`src/sgt_pkg.sv`:
```
// Shared types, constants and codes for the subscriber group table.
// Used by the controller, the datapath and the top level; depends on nothing.

package sgt_pkg;

  // Table dimensions
  localparam int NUM_TYPES      = 256;
  localparam int SUBS_PER_TYPE  = 16;
  localparam int CLIENT_ID_BITS = 10;
  localparam int MAX_RESULTS    = 16;

  // Port field widths
  localparam int ACTION_W    = 2;
  localparam int ID_PORT_W   = 10;
  localparam int TYPE_PORT_W = 8;
  localparam int LIMIT_W     = 5;
  localparam int STATUS_W    = 2;
  localparam int COUNT_W     = 9;

  // Derived widths
  localparam int TYPE_W = $clog2(NUM_TYPES);
  localparam int SLOT_W = (SUBS_PER_TYPE > 1) ? $clog2(SUBS_PER_TYPE) : 1;
  localparam int LEN_W  = $clog2(SUBS_PER_TYPE + 1);
  localparam int CHG_W  = $clog2(NUM_TYPES + 1);
  localparam int CMP_W  = ((LEN_W > LIMIT_W) ? LEN_W : LIMIT_W) + 1;

  typedef logic [CLIENT_ID_BITS-1:0] id_t;

  // One memory row holds a whole list and its length
  typedef struct packed {
    logic [LEN_W-1:0]               len;
    id_t [SUBS_PER_TYPE-1:0]        ent;
  } row_t;

  localparam int ROW_W = $bits(row_t);

  typedef enum logic [ACTION_W-1:0] {
    ACT_ADD    = 2'd0,
    ACT_REMOVE = 2'd1,
    ACT_LIST   = 2'd2
  } action_t;

  typedef enum logic [STATUS_W-1:0] {
    ST_ADDED   = 2'd0,
    ST_PRESENT = 2'd1,
    ST_FULL    = 2'd2,
    ST_DONE    = 2'd3
  } status_t;

  typedef enum logic [3:0] {
    S_IDLE,
    S_ADD_RD,
    S_ADD_CHK,
    S_REM_RD,
    S_REM_RUN,
    S_REM_OUT,
    S_GET_RD,
    S_GET_CAP,
    S_GET_EMIT
  } state_t;

  // Controller to datapath
  typedef struct packed {
    logic capture;     // latch the accepted item, clear scan and tally
    logic rd_scan;     // read the row at the scan counter
    logic scan_step;   // process the scanned row, read the next one
    logic add_commit;  // decide the add, write the row, load the result
    logic rem_out;     // load the remove result
    logic get_cap;     // latch the listed row and its item count
    logic get_emit;    // load one list result item
  } cmd_t;

  // Datapath to controller
  typedef struct packed {
    action_t in_action;
    logic    in_known;
    logic    out_free;
    logic    scan_last;
    logic    emit_last;
  } sts_t;

endpackage

```
`src/sgt_ctrl.sv`:
```
// Sequencer for the subscriber group table: one item at a time.
// Depends on sgt_pkg for the state, command and status types.

module sgt_ctrl import sgt_pkg::*; (
  input  logic clk,
  input  logic rst,
  input  logic in_valid,
  input  sts_t sts,
  output logic in_ready,
  output cmd_t cmd
);

  state_t state, state_next;

  // State register
  always_ff @(posedge clk) begin
    if (rst) begin
      state <= S_IDLE;
    end else begin
      state <= state_next;
    end
  end

  // Next state
  always_comb begin
    state_next = state;
    case (state)
      S_IDLE: begin
        if (in_valid) begin
          if (!sts.in_known) begin
            state_next = S_IDLE;
          end else begin
            case (sts.in_action)
              ACT_ADD:    state_next = S_ADD_RD;
              ACT_REMOVE: state_next = S_REM_RD;
              ACT_LIST:   state_next = S_GET_RD;
              default:    state_next = S_IDLE;
            endcase
          end
        end
      end
      S_ADD_RD:   state_next = S_ADD_CHK;
      S_ADD_CHK:  if (sts.out_free) state_next = S_IDLE;
      S_REM_RD:   state_next = S_REM_RUN;
      S_REM_RUN:  if (sts.scan_last) state_next = S_REM_OUT;
      S_REM_OUT:  if (sts.out_free) state_next = S_IDLE;
      S_GET_RD:   state_next = S_GET_CAP;
      S_GET_CAP:  state_next = S_GET_EMIT;
      S_GET_EMIT: if (sts.out_free && sts.emit_last) state_next = S_IDLE;
      default:    state_next = S_IDLE;
    endcase
  end

  // Outputs
  always_comb begin
    cmd      = '0;
    in_ready = 1'b0;
    case (state)
      S_IDLE: begin
        in_ready    = 1'b1;
        cmd.capture = in_valid;
      end
      S_ADD_RD:   cmd.add_commit = 1'b0;
      S_ADD_CHK:  cmd.add_commit = sts.out_free;
      S_REM_RD:   cmd.rd_scan    = 1'b1;
      S_REM_RUN:  cmd.scan_step  = 1'b1;
      S_REM_OUT:  cmd.rem_out    = sts.out_free;
      S_GET_RD:   cmd.get_cap    = 1'b0;
      S_GET_CAP:  cmd.get_cap    = 1'b1;
      S_GET_EMIT: cmd.get_emit   = sts.out_free;
      default:    cmd            = '0;
    endcase
  end

endmodule

```
`config.mk`:
```
export PLATFORM = sky130hd
export DESIGN_NAME = sgt_ctrl
export DESIGN_NICKNAME = d
export VERILOG_FILES = /design/src/sgt_pkg.sv /design/src/sgt_ctrl.sv
export SDC_FILE = /design/constraint.sdc
export NUM_CORES = 1
export LEC_CHECK = 0
export ABC_AREA = 1
export BUFFER_PORTS_ARGS = -buffer_cell sky130_fd_sc_hd__buf_2
export CAP_MARGIN = 20
export CORE_AREA = 2 2 39 41
export CTS_CLUSTER_SIZE = 16
export DETAILED_ROUTE_END_ITERATION = 12
export DIE_AREA = 0 0 41 43
export MAX_ROUTING_LAYER = met4
export PLACE_DENSITY_LB_ADDON = 0.3
export SYNTH_ARGS = -nofsm -noshare
export SYNTH_HDL_FRONTEND = slang
export SYNTH_SLANG_ARGS = --single-unit
```
`constraint.sdc`:
```
create_clock -name clk -period 1.4 [get_ports clk]
set_input_delay 0.14 -clock clk [delete_from_list [all_inputs] [get_ports clk]]
set_output_delay 0.14 -clock clk [all_outputs]
set_load 0.005 [all_outputs]
```
# After elaboration in Yosys (flattened, before gate mapping)
# Cells that the tools add are included.
[totals]
regBits = 4
latchBits = 0
ram_bits = 0
mem_bits_ro = 0
output_inout_bits = 8
elab_cells = 35
mem_count = 0
[op_classes]
add_sub_neg = 0
mul = 0
n_div = 0
magnitude_cmp = 0
n_eq_ne = 14
shifts = 0
n_mux = 15
bitwise = 0
n_reduce_logical = 5
[ops]
columns = ["operator", "count"]
rows = [
  ["4-bit case mux with 8 select lines", 1],
  ["4-bit by 3-bit == test with 1-bit output, second input constant", 4],
  ["4-bit two-way mux", 4],
  ["3-bit case mux with 3 select lines", 1],
  ["4-bit by 2-bit == test with 1-bit output, second input constant", 2],
  ["1-bit two-way mux", 8],
  ["2-bit inequality test, second input constant", 3],
  ["4-bit by 1-bit == test with 1-bit output, second input constant", 1],
  ["4-bit == test, second input constant", 1],
  ["4-bit logical NOT", 1],
  ["4-bit AND reduction", 1],
  ["3-bit two-way mux", 1],
  ["2-bit by 1-bit == test with 1-bit output, second input constant", 1],
  ["2-bit == test, second input constant", 1],
  ["2-bit logical NOT", 1],
  ["2-bit by 1-bit inequality test with 1-bit output, second input constant", 1],
  ["2-bit OR reduction", 1],
  ["1-bit logical AND", 1],
]

# Depth between registers and ports, before layout
[logic_depth]
depth_word = 5
ltp_mapped = 9
mapped_depth_nobuf = 9

# Least setup slack after synthesis
# Ideal clock, no wire load.
[synth_path]
kind = "reg2reg"
start = "reg state[2]"
end = "reg state[1]"
setup_ns = 0.113
arrival_ns = 0.967
setup_slack_ns = 0.320
path_stages_with_launch = 10
n_path_buf = 0
cell_sequence = "dfxtp_1 inv_2 nor2_4 inv_2 nor2_4 nand2_2 nand3_2 nand2_1 nand2_1 nor2_1"
[synth_between]
elab_chain_cells = 4
[synth_rtl]
columns = ["item", "line_no", "text"]
rows = [
  ["start: declaration", "sgt_ctrl.sv:13", "state_t state, state_next;"],
  ["start signal: assignment", "sgt_ctrl.sv:20", "state <= state_next;"],
  ["4-bit by 2-bit == test with 1-bit output / 4-bit by 3-bit == test with 1-bit output (equally long branches)", "sgt_ctrl.sv:27", "case (state)"],
  ["2-bit OR reduction (no source line)", "-", ""],
  ["2-bit by 1-bit inequality test with 1-bit output (no source line)", "-", ""],
  ["4-bit AND reduction (no source line)", "-", ""],
]
# Parallel ways exist; a longest one is shown, timed or not.
# A chain may end at the register's enable or synchronous reset.

==> flow_summary.ini <==
[route]
wl_per_cell_um = 8.25
drtAntennaViolNets = 0
dr.pass1.iters = 2
vias_per_cell = 4.34
routed_wl_um = 866
remaining_drc_errors = 0
drt_iter0_markers = 1
dr_total_vias = 456

[clock_tree]
cts_buffers = 3
postCtsSetupRepairBufs = 0
tritoncts = built
clkTransAtPathRegs_ns = 0.03
cts.sinks = 4
root_buffer = clkbuf_4
cts_max_level = 1
clk_path_buf_depth = 2
clock_latency_ns = 0.23

[grt]
grt_max_degree = 7
grt_pass1_vias = 381
grtUsageTotal_pct = 12.0
grt_pass1_wl_mm = 1.44
antenna_found_initial = 0
overflow = 0

[cells_and_area]
layout-drive-gt1-share_pct = 38.2
antenna_cells = 0
top_regs = state (4)
nets = 103
largest_reg_flops = 4
final.fill_count = 159
synthToLayoutAreaGrowth_pct = 30.1
top_register = state

[worst_setup_path]
crit_fanout = 4
critPathCaptureType = output port
cp.required_ns = 1.26
start_kind = register
arrival_ns = 1.17
criticalPathCategory = register to output port

[synth]
yosysMostFrequentCell = nand2_1
synth_edf_count = 0
yosysWarnings = 0
syn_area_um2 = 412
yosys_register_bits = 4
async_reset_ff_share_pct = 0
synth_nets = 82
synth_top_area_share_pct = 19.5
synth_seq_area_share_pct = 19.5
synth_cells = 70
yosys.area.top_type = dfxtp_1
ys_types = 16
synth_flop_cell = dfxtp_1
ys_top_cells_by_count = 16 x nand2_1, 12 x nor2_1, 10 x inv_1, 7 x nand3_1, 6 x inv_2
synth_area_leaders = dfxtp_1 19%, nand2_1 15%, nor2_1 11%
syn_avg_cell_area_um2 = 5.88

[worst_hold_path]
hold_path_class = primary input to register

[timing]
setup_tns_ns = 0
slew_headroom_pct = 85.8
fin_skew_ns = 0.000429
finalSetupViolations = 0
max_freq_ghz = 0.763
layout_min_cycle_time_ns = 1.31
tightest_slew_ns = 0.211
final_hold_viol_count = 0
slew_viol_final = 0
grt_setup_unrepaired = no
fin_crit_sh_pct = 93.6

[die]
core_area_um2 = 1380
dieArea_um2 = 1760
num_rows = 14
die_h_um = 43
start_util_pct = 29.7
num_io_pins = 17
die_w_um = 41

[placement]
gp_congestion = 0.739
io_buffer_count = 16
dpl.hpwl_um = 760

[power]
vdd_drop_max_mv = 0.379
total_power_w = 0.000793
powerDensity_nw_per_um2 = 1480
p_leak_nw = 0.319

[run_status]
status = complete, no violations

[flow_run]
cap_viol_max_count = 0
==> logic make-up (layout without fill, tap and decap cells) <==
family / Yosys count / count (layout) / synth area share (%)
fa+ha+maj: 3 / 3 / 9.12
simple gates: 45 / 45 / 54.4
buf+inv: 16 / 35 / 14.6
flops: 4 / 4 / 19.5
compound gates: 2 / 2 / 2.43
==> per-layer routing <==
metal | GRT usage, % | wire length [um]
met5 | - | 0
met4 | 4.00 | 0
met3 | 3.14 | 51
met2 | 20.6 | 472
met1 | 12.6 | 341
==> power by group <==
part / total [W] / switching, W / internal [W]
sequential: 0.000183 / 0.0000361 / 0.000147
combinational: 0.000472 / 0.000295 / 0.000176
clock: 0.000138 / 0.0000428 / 0.0000956
==> area by class of cell <==
| class | count | area (um2) | share of cell area [%] |
|---|---|---|---|
| multi-input cells | 50 | 272 | 50.7 |
| flip-flops and latches | 4 | 81.3 | 15.2 |
| repair buffers | 16 | 80.1 | 15.0 |
| inverters | 16 | 60.1 | 11.2 |
| clock buffers | 3 | 22.5 | 4.21 |
| well taps | 16 | 20.0 | 3.74 |
==> metrics by stage <==
step / util [%] / cell area [um2] / setup WS [ns] / cells / hold WS [ns]
final: 38.7 / 536 / 0.0889 / 105 / 0.0768
after global routing: 38.7 / 536 / 0.00610 / 105 / 0.0847
after CTS: 38.6 / 534 / 0.0820 / 105 / 0.0709
after detailed placement: 37.0 / 512 / 0.190 / 102 / 0.315
after global placement: 37.0 / 512 / 0.218 / 102 / 0.312
after floorplan: - / 412 / 0.320 / 70 / 0.209
==> layout by cell type, fill, tap and decap left out, types with 2 or more instances in the layout <==
master    instances
inv_2             6
nor2_1           12
nor2_4            3
nor2_2            2
inv_1            10
clkbuf_4          3
dfxtp_1           3
nand3_1           7
ha_1              3
buf_2            16
nand2_1          16
==> worst max-delay path, cell delays in order, from the launching register on <==
cell and delay (ns):
dfxtp_1 0.33, nor2_2 0.18, inv_2 0.10, nor4_1 0.17
buf_2 0.15
==> repair_timing <==
action,CTS,global route
hold buffers,0,0
endpoints found under the hold margin,0,0
endpoints found under the setup margin,0,1
gates resized for setup,0,1
==> final timing paths <==
| path | from | endpoint | slack, ns | cells after the start |
|---|---|---|---|---|
| worst max register to register | state[1] | state[1] | 0.19 | 9 |
| worst max-delay path | state[0] | cmd[0] | 0.09 | 4 |
| worst min register to register | state[2] | state[2] | 0.57 | 4 |
| worst min-delay path | rst | state[3] | 0.08 | 2 |
Note: power is estimated with default switching activity, not from simulation.
